<file path="src/hw/rtl/ttt_pkg.sv">
// Shared types, codes and constants of the target track table.
// Used by ttt_ctrl, ttt_dp and the top module; depends on nothing.
`timescale 1ns / 1ps

package ttt_pkg;

  localparam int MAX_ENTRIES_DEF = 32;
  localparam int COORD_BITS_DEF  = 12;

  localparam int FRAME_W     = 13;
  localparam int GATE_W      = 12;
  localparam int LIFE_W      = 8;
  localparam int CFG_IDX_W   = 2;
  localparam int CFG_DATA_W  = 13;
  localparam int ACTION_W    = 3;
  localparam int SLOT_W      = 5;
  localparam int COUNT_OUT_W = 6;

  localparam logic [FRAME_W-1:0] FRAME_WIDTH_RST  = 13'd640;
  localparam logic [FRAME_W-1:0] FRAME_HEIGHT_RST = 13'd480;
  localparam logic [GATE_W-1:0]  NEAR_DIST_RST    = 12'd100;
  localparam logic [LIFE_W-1:0]  LIFE_START_RST   = 8'd10;

  localparam int EDGE_LOW  = 1;
  localparam int EDGE_HIGH = 5;

  typedef enum logic [1:0] {
    CMD_FRAME_START = 2'd0,
    CMD_BOX         = 2'd1,
    CMD_FRAME_END   = 2'd2
  } cmd_e;

  typedef enum logic [CFG_IDX_W-1:0] {
    CFG_FRAME_WIDTH  = 2'd0,
    CFG_FRAME_HEIGHT = 2'd1,
    CFG_NEAR_DIST    = 2'd2,
    CFG_LIFE_START   = 2'd3
  } cfg_idx_e;

  typedef enum logic [ACTION_W-1:0] {
    ACT_FRAME_START = 3'd0,
    ACT_FRAME_END   = 3'd1,
    ACT_ADDED       = 3'd2,
    ACT_UPDATED     = 3'd3,
    ACT_REMOVED     = 3'd4,
    ACT_REJECTED    = 3'd5,
    ACT_NOT_ADDED   = 3'd6
  } act_e;

  typedef enum logic [3:0] {
    OP_NONE   = 4'd0,
    OP_LOAD   = 4'd1,
    OP_DEC    = 4'd2,
    OP_PURGE  = 4'd3,
    OP_SCAN   = 4'd4,
    OP_APPLY  = 4'd5,
    OP_SHIFT  = 4'd6,
    OP_FINISH = 4'd7
  } op_e;

  typedef struct packed {
    op_e  op;
    act_e act;
  } ctrl_cmd_t;

  typedef struct packed {
    logic done;
    logic shape_ok;
    logic found;
    logic interior;
    logic add_ok;
  } ctrl_stat_t;

endpackage

</file>
<file path="src/hw/rtl/ttt_ram.sv">
// Generic simple dual-port RAM: one write port, one read port, registered read.
// No dependencies.
`timescale 1ns / 1ps

module ttt_ram #(
  parameter int WIDTH = 8,
  parameter int DEPTH = 32,
  localparam int AW = (DEPTH > 1) ? $clog2(DEPTH) : 1
) (
  input  logic             clk_i,
  input  logic             we_i,
  input  logic [AW-1:0]    waddr_i,
  input  logic [WIDTH-1:0] wdata_i,
  input  logic [AW-1:0]    raddr_i,
  output logic [WIDTH-1:0] rdata_o
);

  logic [WIDTH-1:0] mem [DEPTH];
  logic [WIDTH-1:0] rdata_q;

  always_ff @(posedge clk_i) begin
    if (we_i) begin
      mem[waddr_i] <= wdata_i;
    end
    rdata_q <= mem[raddr_i];
  end

  assign rdata_o = rdata_q;

endmodule

</file>
<file path="src/hw/rtl/ttt_ctrl.sv">
// Sequencer of the target track table: walks each command through its phases.
// Depends on ttt_pkg; drives ttt_dp through ctrl_cmd_t, reads ctrl_stat_t.
`timescale 1ns / 1ps

module ttt_ctrl import ttt_pkg::*; (
  input  logic       clk_i,
  input  logic       rst_ni,
  input  logic       start_i,
  input  logic [1:0] cmd_i,
  input  ctrl_stat_t stat_i,
  output ctrl_cmd_t  ctrl_o,
  output logic       busy_o
);

  typedef enum logic [6:0] {
    S_IDLE   = 7'b0000001,
    S_DEC    = 7'b0000010,
    S_PURGE  = 7'b0000100,
    S_SCAN   = 7'b0001000,
    S_APPLY  = 7'b0010000,
    S_SHIFT  = 7'b0100000,
    S_FINISH = 7'b1000000
  } state_e;

  state_e state_q, state_d;
  act_e   act_q, act_d;

  always_comb begin
    state_d     = state_q;
    act_d       = act_q;
    ctrl_o.op   = OP_NONE;
    ctrl_o.act  = act_q;
    case (state_q)
      S_IDLE: begin
        if (start_i) begin
          ctrl_o.op = OP_LOAD;
          case (cmd_e'(cmd_i))
            CMD_FRAME_START: begin
              state_d = S_DEC;
              act_d   = ACT_FRAME_START;
            end
            CMD_FRAME_END: begin
              state_d = S_PURGE;
              act_d   = ACT_FRAME_END;
            end
            CMD_BOX: state_d = S_SCAN;
            default: state_d = S_IDLE;
          endcase
        end
      end
      S_DEC: begin
        ctrl_o.op = OP_DEC;
        if (stat_i.done) state_d = S_FINISH;
      end
      S_PURGE: begin
        ctrl_o.op = OP_PURGE;
        if (stat_i.done) state_d = S_FINISH;
      end
      S_SCAN: begin
        if (!stat_i.shape_ok) begin
          act_d   = ACT_REJECTED;
          state_d = S_FINISH;
        end else begin
          ctrl_o.op = OP_SCAN;
          if (stat_i.done) state_d = S_APPLY;
        end
      end
      S_APPLY: begin
        ctrl_o.op = OP_APPLY;
        if (stat_i.found && stat_i.interior) begin
          act_d   = ACT_UPDATED;
          state_d = S_FINISH;
        end else if (stat_i.found) begin
          act_d   = ACT_REMOVED;
          state_d = S_SHIFT;
        end else if (stat_i.add_ok) begin
          act_d   = ACT_ADDED;
          state_d = S_FINISH;
        end else begin
          act_d   = ACT_NOT_ADDED;
          state_d = S_FINISH;
        end
      end
      S_SHIFT: begin
        ctrl_o.op = OP_SHIFT;
        if (stat_i.done) state_d = S_FINISH;
      end
      S_FINISH: begin
        ctrl_o.op = OP_FINISH;
        state_d   = S_IDLE;
      end
      default: state_d = S_IDLE;
    endcase
  end

  always_ff @(posedge clk_i or negedge rst_ni) begin
    if (!rst_ni) begin
      state_q <= S_IDLE;
      act_q   <= ACT_FRAME_START;
    end else begin
      state_q <= state_d;
      act_q   <= act_d;
    end
  end

  assign busy_o = (state_q != S_IDLE);

  a_finish_to_idle: assert property (@(posedge clk_i) disable iff (!rst_ni)
    state_q == S_FINISH |=> state_q == S_IDLE)
    else $error("finish phase not followed by idle");

  a_unused_cmd: assert property (@(posedge clk_i) disable iff (!rst_ni)
    (start_i && !busy_o && cmd_i == 2'd3) |=> state_q == S_IDLE)
    else $error("unused command left the sequencer busy");

  a_apply_after_scan: assert property (@(posedge clk_i) disable iff (!rst_ni)
    state_q == S_APPLY |-> $past(state_q) == S_SCAN)
    else $error("apply phase entered without a scan");

endmodule

</file>
<file path="src/hw/rtl/ttt_dp.sv">
// Datapath of the target track table: registers, clip and shape logic, entry RAM
// streaming for life decrement, purge, nearest-entry scan and compaction.
// Depends on ttt_pkg and ttt_ram.
`timescale 1ns / 1ps

module ttt_dp import ttt_pkg::*; #(
  parameter int MAX_ENTRIES = MAX_ENTRIES_DEF,
  parameter int COORD_BITS  = COORD_BITS_DEF
) (
  input  logic                   clk_i,
  input  logic                   rst_ni,
  input  ctrl_cmd_t              ctrl_i,
  output ctrl_stat_t             stat_o,
  input  logic [1:0]             cmd_i,
  input  logic [COORD_BITS-1:0]  box_x_i,
  input  logic [COORD_BITS-1:0]  box_y_i,
  input  logic [COORD_BITS-1:0]  box_w_i,
  input  logic [COORD_BITS-1:0]  box_h_i,
  input  logic                   allow_new_i,
  input  logic                   cfg_we_i,
  input  logic [CFG_IDX_W-1:0]   cfg_index_i,
  input  logic [CFG_DATA_W-1:0]  cfg_data_i,
  output logic                   done_o,
  output logic [ACTION_W-1:0]    action_o,
  output logic [SLOT_W-1:0]      slot_o,
  output logic [COUNT_OUT_W-1:0] entry_count_o,
  output logic [COUNT_OUT_W-1:0] purged_o
);

  localparam int IW   = (MAX_ENTRIES > 1) ? $clog2(MAX_ENTRIES) : 1;
  localparam int CNTW = $clog2(MAX_ENTRIES + 1);
  localparam int FW   = ((COORD_BITS > FRAME_W) ? COORD_BITS : FRAME_W) + 2;
  localparam int GW   = ((COORD_BITS > GATE_W) ? COORD_BITS : GATE_W) + 2;
  localparam int PW   = COORD_BITS + 4;
  localparam int EW   = 4 * COORD_BITS + LIFE_W;

  // configuration
  logic [FRAME_W-1:0] fw_q, fh_q;
  logic [GATE_W-1:0]  gate_q;
  logic [LIFE_W-1:0]  life_start_q;

  always_ff @(posedge clk_i or negedge rst_ni) begin
    if (!rst_ni) begin
      fw_q         <= FRAME_WIDTH_RST;
      fh_q         <= FRAME_HEIGHT_RST;
      gate_q       <= NEAR_DIST_RST;
      life_start_q <= LIFE_START_RST;
    end else if (cfg_we_i) begin
      case (cfg_idx_e'(cfg_index_i))
        CFG_FRAME_WIDTH:  fw_q         <= cfg_data_i[FRAME_W-1:0];
        CFG_FRAME_HEIGHT: fh_q         <= cfg_data_i[FRAME_W-1:0];
        CFG_NEAR_DIST:    gate_q       <= cfg_data_i[GATE_W-1:0];
        CFG_LIFE_START:   life_start_q <= cfg_data_i[LIFE_W-1:0];
        default: ;
      endcase
    end
  end

  // clip, shape and border test on the incoming box
  logic signed [FW-1:0] x_s, y_s, w_s, h_s, fw_s, fh_s, cw_s, ch_s, wc_s, hc_s;
  logic [COORD_BITS-1:0] wu, hu;
  logic [PW-1:0] w10, h3;
  logic pos_w, pos_h, shape_ok_in, inside_in;

  always_comb begin
    x_s  = $signed(FW'(box_x_i));
    y_s  = $signed(FW'(box_y_i));
    w_s  = $signed(FW'(box_w_i));
    h_s  = $signed(FW'(box_h_i));
    fw_s = $signed(FW'(fw_q));
    fh_s = $signed(FW'(fh_q));
    cw_s = fw_s - x_s;
    ch_s = fh_s - y_s;
    wc_s = (cw_s < w_s) ? cw_s : w_s;
    hc_s = (ch_s < h_s) ? ch_s : h_s;
    pos_w = wc_s > $signed(FW'(0));
    pos_h = hc_s > $signed(FW'(0));
    wu  = wc_s[COORD_BITS-1:0];
    hu  = hc_s[COORD_BITS-1:0];
    w10 = PW'(wu) * PW'(10);
    h3  = PW'(hu) * PW'(3);
    shape_ok_in = pos_w && pos_h && !(w10 < h3) &&
                  !({1'b0, wu} > {hu, 1'b0});
    inside_in = (x_s > $signed(FW'(EDGE_LOW))) && (y_s > $signed(FW'(EDGE_LOW))) &&
                (x_s + wc_s < fw_s - $signed(FW'(EDGE_HIGH))) &&
                (y_s + hc_s < fh_s - $signed(FW'(EDGE_HIGH)));
  end

  // item registers
  logic [COORD_BITS-1:0] bx_q, by_q, bw_q, bh_q;
  logic shape_ok_q, inside_q, allow_q;

  always_ff @(posedge clk_i) begin
    if (ctrl_i.op == OP_LOAD) begin
      bx_q       <= box_x_i;
      by_q       <= box_y_i;
      bw_q       <= wu;
      bh_q       <= hu;
      shape_ok_q <= shape_ok_in && (cmd_e'(cmd_i) == CMD_BOX);
      inside_q   <= inside_in;
      allow_q    <= allow_new_i;
    end
  end

  // entry RAM
  logic          we;
  logic [IW-1:0] waddr, raddr;
  logic [EW-1:0] wdata, rdata;

  ttt_ram #(.WIDTH(EW), .DEPTH(MAX_ENTRIES)) u_ram (
    .clk_i   (clk_i),
    .we_i    (we),
    .waddr_i (waddr),
    .wdata_i (wdata),
    .raddr_i (raddr),
    .rdata_o (rdata)
  );

  logic [COORD_BITS-1:0] ex, ey;
  logic [LIFE_W-1:0]     elife;
  assign ex    = rdata[EW-1 -: COORD_BITS];
  assign ey    = rdata[EW-1-COORD_BITS -: COORD_BITS];
  assign elife = rdata[LIFE_W-1:0];

  // control state of the datapath
  logic [CNTW-1:0] count_q, count_d, rd_q, rd_d, wr_q, wr_d, purged_q, purged_d;
  logic            pend_q, pend_d, found_q, found_d;
  logic [IW-1:0]   pidx_q, pidx_d, best_pos_q, best_pos_d, slot_q, slot_d;
  logic [COORD_BITS:0] best_q, best_d;
  logic            valid_q, valid_d;

  // output payload
  logic [ACTION_W-1:0]    out_act_q;
  logic [SLOT_W-1:0]      out_slot_q;
  logic [COUNT_OUT_W-1:0] out_count_q, out_purged_q;

  logic [COORD_BITS-1:0] dx, dy;
  logic [COORD_BITS:0]   dist_sum;
  logic                  near, stream;

  always_comb begin
    dx       = (bx_q > ex) ? bx_q - ex : ex - bx_q;
    dy       = (by_q > ey) ? by_q - ey : ey - by_q;
    dist_sum = {1'b0, dx} + {1'b0, dy};
    near = !(GW'(dx) > GW'(gate_q)) && !(GW'(dy) > GW'(gate_q));
    stream = (ctrl_i.op == OP_DEC) || (ctrl_i.op == OP_PURGE) ||
             (ctrl_i.op == OP_SCAN) || (ctrl_i.op == OP_SHIFT);
  end

  always_comb begin
    count_d    = count_q;
    rd_d       = rd_q;
    wr_d       = wr_q;
    purged_d   = purged_q;
    pend_d     = 1'b0;
    pidx_d     = pidx_q;
    found_d    = found_q;
    best_d     = best_q;
    best_pos_d = best_pos_q;
    slot_d     = slot_q;
    valid_d    = 1'b0;
    we         = 1'b0;
    waddr      = pidx_q;
    wdata      = rdata;
    raddr      = rd_q[IW-1:0];

    if (stream && (rd_q < count_q)) begin
      rd_d   = rd_q + CNTW'(1);
      pend_d = 1'b1;
      pidx_d = rd_q[IW-1:0];
    end

    case (ctrl_i.op)
      OP_LOAD: begin
        rd_d     = '0;
        wr_d     = '0;
        purged_d = '0;
        found_d  = 1'b0;
        pend_d   = 1'b0;
      end
      OP_DEC: begin
        if (pend_q) begin
          we    = 1'b1;
          wdata = {rdata[EW-1:LIFE_W],
                   (elife != '0) ? elife - LIFE_W'(1) : elife};
        end
      end
      OP_PURGE: begin
        if (pend_q) begin
          if (elife != '0) begin
            we    = 1'b1;
            waddr = wr_q[IW-1:0];
            wr_d  = wr_q + CNTW'(1);
          end else begin
            purged_d = purged_q + CNTW'(1);
          end
        end
      end
      OP_SCAN: begin
        // lowest position wins a tie
        if (pend_q && near && (!found_q || dist_sum < best_q)) begin
          found_d    = 1'b1;
          best_d     = dist_sum;
          best_pos_d = pidx_q;
        end
      end
      OP_APPLY: begin
        wdata = {bx_q, by_q, bw_q, bh_q, life_start_q};
        if (found_q) begin
          slot_d = best_pos_q;
          if (inside_q) begin
            we    = 1'b1;
            waddr = best_pos_q;
          end
          rd_d = CNTW'(best_pos_q) + CNTW'(1);
        end else begin
          slot_d = count_q[IW-1:0];
          if (stat_o.add_ok) begin
            we      = 1'b1;
            waddr   = count_q[IW-1:0];
            count_d = count_q + CNTW'(1);
          end
        end
      end
      OP_SHIFT: begin
        if (pend_q) begin
          we    = 1'b1;
          waddr = pidx_q - IW'(1);
        end
      end
      OP_FINISH: begin
        valid_d = 1'b1;
        if (ctrl_i.act == ACT_REMOVED) count_d = count_q - CNTW'(1);
        if (ctrl_i.act == ACT_FRAME_END) count_d = wr_q;
      end
      default: ;
    endcase
  end

  always_ff @(posedge clk_i or negedge rst_ni) begin
    if (!rst_ni) begin
      count_q <= '0;
      pend_q  <= 1'b0;
      valid_q <= 1'b0;
      rd_q    <= '0;
      wr_q    <= '0;
      found_q <= 1'b0;
    end else begin
      count_q <= count_d;
      pend_q  <= pend_d;
      valid_q <= valid_d;
      rd_q    <= rd_d;
      wr_q    <= wr_d;
      found_q <= found_d;
    end
  end

  always_ff @(posedge clk_i) begin
    purged_q   <= purged_d;
    pidx_q     <= pidx_d;
    best_q     <= best_d;
    best_pos_q <= best_pos_d;
    slot_q     <= slot_d;
    if (ctrl_i.op == OP_FINISH) begin
      out_act_q    <= ctrl_i.act;
      out_count_q  <= COUNT_OUT_W'(count_d);
      out_slot_q   <= ((ctrl_i.act == ACT_ADDED) || (ctrl_i.act == ACT_UPDATED) ||
                       (ctrl_i.act == ACT_REMOVED)) ? SLOT_W'(slot_q) : '0;
      out_purged_q <= (ctrl_i.act == ACT_FRAME_END) ? COUNT_OUT_W'(purged_q) : '0;
    end
  end

  assign stat_o.done     = (rd_q >= count_q) && !pend_q;
  assign stat_o.shape_ok = shape_ok_q;
  assign stat_o.found    = found_q;
  assign stat_o.interior = inside_q;
  assign stat_o.add_ok   = allow_q && inside_q && (count_q < CNTW'(MAX_ENTRIES));

  assign done_o        = valid_q;
  assign action_o      = out_act_q;
  assign slot_o        = out_slot_q;
  assign entry_count_o = out_count_q;
  assign purged_o      = out_purged_q;

  a_single_strobe: assert property (@(posedge clk_i) disable iff (!rst_ni)
    valid_q |=> !valid_q)
    else $error("result strobe held longer than one cycle");

  a_count_bound: assert property (@(posedge clk_i) disable iff (!rst_ni)
    count_q <= CNTW'(MAX_ENTRIES))
    else $error("entry count beyond table depth");

  a_purge_keeps: assert property (@(posedge clk_i) disable iff (!rst_ni)
    ctrl_i.op == OP_PURGE |-> wr_q + purged_q <= count_q)
    else $error("purge lost track of entries");

endmodule

</file>
<file path="src/hw/rtl/target_track_table_top.sv">
// Target track table: a compacted table of tracked boxes with life counts.
// Results: frame start, frame end, shape reject, box update or add, box removal.
// One item at a time; busy_o is high until the result strobe. The entry RAM
// port paces each sweep at one entry a cycle. Reset clears the count and the control
// registers only; entries are written before they are read, no clearing pass.
// Depends on ttt_pkg, ttt_ctrl, ttt_dp and ttt_ram.
`timescale 1ns / 1ps

module target_track_table_top import ttt_pkg::*; #(
  parameter int MAX_ENTRIES = MAX_ENTRIES_DEF,
  parameter int COORD_BITS  = COORD_BITS_DEF
) (
  input  logic                   clk_i,
  input  logic                   rst_ni,
  input  logic                   start_i,
  output logic                   busy_o,
  input  logic [1:0]             cmd_i,
  input  logic [COORD_BITS-1:0]  box_x_i,
  input  logic [COORD_BITS-1:0]  box_y_i,
  input  logic [COORD_BITS-1:0]  box_w_i,
  input  logic [COORD_BITS-1:0]  box_h_i,
  input  logic                   allow_new_i,
  input  logic                   cfg_valid_i,
  output logic                   cfg_ready_o,
  input  logic [CFG_IDX_W-1:0]   cfg_index_i,
  input  logic [CFG_DATA_W-1:0]  cfg_data_i,
  output logic                   done_o,
  output logic [ACTION_W-1:0]    action_o,
  output logic [SLOT_W-1:0]      slot_o,
  output logic [COUNT_OUT_W-1:0] entry_count_o,
  output logic [COUNT_OUT_W-1:0] purged_o
);

  ctrl_cmd_t  ctrl;
  ctrl_stat_t stat;
  logic       busy;

  assign cfg_ready_o = 1'b1;
  assign busy_o      = busy;

  ttt_ctrl u_ctrl (
    .clk_i   (clk_i),
    .rst_ni  (rst_ni),
    .start_i (start_i),
    .cmd_i   (cmd_i),
    .stat_i  (stat),
    .ctrl_o  (ctrl),
    .busy_o  (busy)
  );

  ttt_dp #(.MAX_ENTRIES(MAX_ENTRIES), .COORD_BITS(COORD_BITS)) u_dp (
    .clk_i         (clk_i),
    .rst_ni        (rst_ni),
    .ctrl_i        (ctrl),
    .stat_o        (stat),
    .cmd_i         (cmd_i),
    .box_x_i       (box_x_i),
    .box_y_i       (box_y_i),
    .box_w_i       (box_w_i),
    .box_h_i       (box_h_i),
    .allow_new_i   (allow_new_i),
    .cfg_we_i      (cfg_valid_i && cfg_ready_o),
    .cfg_index_i   (cfg_index_i),
    .cfg_data_i    (cfg_data_i),
    .done_o        (done_o),
    .action_o      (action_o),
    .slot_o        (slot_o),
    .entry_count_o (entry_count_o),
    .purged_o      (purged_o)
  );

endmodule
</file>
<file path="config.mk">
export PLATFORM = sky130hd
export DESIGN_NAME = target_track_table_top
export DESIGN_NICKNAME = d
export VERILOG_FILES = /design/src/hw/rtl/ttt_pkg.sv /design/src/hw/rtl/ttt_ram.sv /design/src/hw/rtl/ttt_ctrl.sv /design/src/hw/rtl/ttt_dp.sv /design/src/hw/rtl/target_track_table_top.sv
export SDC_FILE = /design/constraint.sdc
export NUM_CORES = 2
export LEC_CHECK = 0
export BUFFER_PORTS_ARGS = -buffer_cell sky130_fd_sc_hd__buf_2
export CAP_MARGIN = 20
export CORE_UTILIZATION = 60
export DETAILED_ROUTE_END_ITERATION = 16
export GPL_TIMING_DRIVEN = 1
export PLACE_DENSITY_LB_ADDON = 0.12
export RECOVER_POWER = 50
export REMOVE_ABC_BUFFERS = 1
export SLEW_MARGIN = 5
export SYNTH_ARGS = -nofsm -noshare
export SYNTH_HDL_FRONTEND = slang
export SYNTH_SLANG_ARGS = --single-unit
export TNS_END_PERCENT = 20
</file>
<file path="constraint.sdc">
create_clock -name clk_i -period 15.53 [get_ports clk_i]
set_clock_uncertainty 0.05 [all_clocks]
set_input_delay 4.659 -clock clk_i [delete_from_list [all_inputs] [get_ports clk_i]]
set_output_delay 4.659 -clock clk_i [all_outputs]
set_load 0.05 [all_outputs]
</file>
==> impl_metrics.yaml <==
setup_path:
  setup.worst_path.class: "in2reg"
  cpMaxStageDelayCell: "o21ai_0"
  critPathArrivalTime_ns: 13.21
  slowest_delay_ns: 0.80
  ff2ff_path_depth: 8
  path_max_fanout: 29
  timing.critical_path.mode_cell: "o21ai_0"
  critPathCaptureType: "register"
  startpoint_type: "input pin"
  required_ns: 15.91
placed_design:
  gp_congestion: 0.917
  portBuffers: 91
  hpwl_um: 83400
  post-place-ws_ns: 1.99
sta:
  finalSetupTns_ns: 0
  worst_slack_ns: 2.69
  slew_headroom_pct: -168
  report.final.slew_viol_count: 664
  fin_crit_sh_pct: 82.6
  rsz0062_at_grt: "no"
  max_freq_mhz: 77.9
  final-hold-violation-count: 0
  setup_viol: 0
  worst_pin_slew_ns: 4.03
  fin_crit_ns: 12.84
clock_tree:
  cts_buffer_depth: 3
  h-tree-depth: 3
  cts_buffers: 117
  cts_root_buffer: "clkbuf_16"
  ctsHoldBuffers: 0
  postCtsSetupRepairBufs: 0
  cts_tree: "done"
  path_clk_slew_ns: 0.07
  clock_sinks: 1214
  clk_latency_ns: 0.73
  cts_resized: 0
drt:
  drtIter0Drc: 3694
  vias: 32500
  routed_via_density: 6.55
  antenna_left: 0
  drt-pass1-iter-count: 7
  routed_wl_um: 145000
  drc: 0
  wl_per_cell_um: 29.1
outcome:
  violations: "max-capacitance violations, max-slew violations"
  run_status: "finished, violations left"
power_and_ir_drop:
  swShare_pct: 34.6
  vdd_drop_max_mv: 0.126
  p_switching_mw: 3.94
  power_density_nw_per_um2: 183
  p_int_mw: 7.47
  pwr-share-clk_pct: 25.0
  pwr-share-comb_pct: 39.9
  p_leak_nw: 21.4
  seq_power_share_pct: 35.1
synthesis:
  synth_area_um2: 56200
  syn_avg_cell_area_um2: 16.3
  yosys-top-cells-area: "edfxtp_1 (59%), mux4_2 (13%), ha_1 (5.8%), dfrtp_1 (2.9%), mux2_2 (1.8%)"
  synth_top_cell_by_area: "edfxtp_1"
  synth_warnings: 0
  synth_edf_count: 1105
  synth_cells: 3450
  async_flop_share_pct: 6.34
  ys_types: 95
  netlist.area_leader.share_pct: 59.0
  ys_seq_area_share_pct: 63.6
  synth-seq-cells: 1214
  synth_flop_cell: "edfxtp_1"
global_routing:
  grt_max_degree: 70
  grt_pass1_vias: 32800
  antenna_found_initial: 2
  grt_usage_pct: 30.9
  grt.overflow.total: 0
  grt_pass1_wl_um: 211000
floorplan:
  pin_count: 93
  chipHeight_um: 308
  die_w_um: 308
  fp.dieArea_um2: 94900
  start_util_pct: 61.0
  fp-row-count: 111
  core_area_um2: 92200
finish:
  areaGrowthSynthToFinish_pct: 10.7
  fill_cells: 6237
  nNetsFinal: 3955
  drive_gt1_share_pct: 20.2
flow_run:
  maxCapViolations: 17
worst_hold_path:
  min_delay_path_depth: 0
  hold_class: "reg2reg"
## through the flow
step | utilization (%) | std cells | instance area [um2] | total power, mW | hold slack [ns]
floorplan | - | 3321 | 55700 | 7.67 | 0.397
global placement | 63.5 | 4721 | 58500 | 8.40 | 0.411
detailed placement | 63.5 | 4721 | 58500 | 8.56 | 0.437
CTS | 67.7 | 4945 | 62400 | 11.4 | 0.416
global route | 67.5 | 4963 | 62200 | 12.1 | 0.422
finish | 67.5 | 4964 | 62200 | 11.4 | 0.413
## power groups by stage
stage | logic, mW | clock network, mW | registers (mW)
after detailed placement | 4.49 | 0 | 4.06
after global routing | 5.07 | 3.00 | 4.01
after floorplan | 3.52 | 0 | 4.14
after global placement | 4.34 | 0 | 4.06
final | 4.55 | 2.86 | 4.00
after CTS | 4.53 | 2.89 | 4.00
## kinds of logic after synthesis
| logic type | after synthesis | synth area share [%] |
|---|---|---|
| other cells | 1 | 0.00667 |
| simple gates | 589 | 5.17 |
| compound gates | 482 | 5.71 |
| xor+xnor | 133 | 2.07 |
| fa+ha+maj | 272 | 6.20 |
| flops | 1214 | 63.6 |
| buf+inv | 332 | 2.30 |
| mux | 427 | 14.9 |
## area by class of cell
type                    count  area (um2)  area share (%)
clock buffers             160        3190            5.13
clock inverters            64         688            1.11
well taps                1243        1560            2.50
inverters                 203         776            1.25
diodes                      1        2.50         0.00402
flip-flops and latches   1214       35800            57.5
multi-input cells        1904       19300            31.1
repair buffers            175         918            1.48
## worst max-delay path: cells and delay by family
family                   cells  cell delay (ns)
buffers and inverters        3             0.73
adder cells (fa/ha/maj)      6             2.05
AND/OR/NAND/NOR              5             0.59
multiplexers                 1             0.14
AO/OA/AOI/OAI               22             4.79
XOR/XNOR                     1             0.25
## state kept, by name (all words and copies together) (netlist names), 7 cells and up
name and flops:
u_dp.u_ram.mem 1024, u_dp.u_ram.rdata_o 32, u_dp.best_q 13, u_dp.fh_q 13, u_dp.fw_q 13, u_dp.bx_q 12, u_dp.by_q 12, u_dp.gate_q 12
u_dp.life_start_q 8, u_ctrl.state_q 7
## path summary, 6_finish.rpt
check,startpoint,end,slack (ns)
worst max-delay path,box_y_i[0],u_dp.shape_ok_q,2.69
worst max register to register,u_dp.rd_q[0],u_dp.u_ram.rdata_o[44],3.01
worst min register to register,u_ctrl.act_q[2],u_dp.action_o[2],0.41
worst min-delay path,u_ctrl.act_q[2],u_dp.action_o[2],0.41
max in group asynchronous,rst_ni,u_dp.fw_q[11],7.60
min in group asynchronous,rst_ni,u_dp.count_q[3],3.83
## cells in the final DEF (no fill, tap or decap), drive strengths merged, types with 51 or more instances in the layout
cell type  netlist  layout
xnor2           82      82
dfrtp           65      65
nor2           158     158
xor2            51      51
buf             55     113
o21ai          127     127
ha             259     259
edfxtp        1105    1105
mux4           320     320
a21o            56      56
clkbuf          74     222
nand2          150     150
a21oi          101     101
mux2            89      89
inv            201     206
## cells in the mapped netlist, types with 12 or more instances
cell type	number
a211oi_1	21
a21o_1	56
a21oi_1	100
and2_1	19
buf_1	40
clkbuf_1	74
dfrtp_1	65
dfstp_2	12
dfxtp_1	32
edfxtp_1	1105
ha_1	259
inv_1	201
mux2_2	88
mux2i_1	18
mux4_2	320
nand2_1	149
nand2b_1	29
nand3_1	36
nand4_1	19
nor2_1	158
nor2b_1	33
nor3_1	46
nor4_1	21
o211ai_1	14
o21a_1	28
o21ai_0	124
o22ai_1	13
or3_1	19
xnor2_1	82
xor2_1	51
## metal layers
metal | up-vias | global-route usage, % | wire length, um
met5 | - | 0 | 0
met4 | 0 | 10.3 | 4910
met2 | 1826 | 50.3 | 69600
li1 | 13900 | - | -
met3 | 310 | 5.00 | 13900
met1 | 16500 | 42.8 | 56200
No activity file was read; power rests on OpenSTA's default activity.
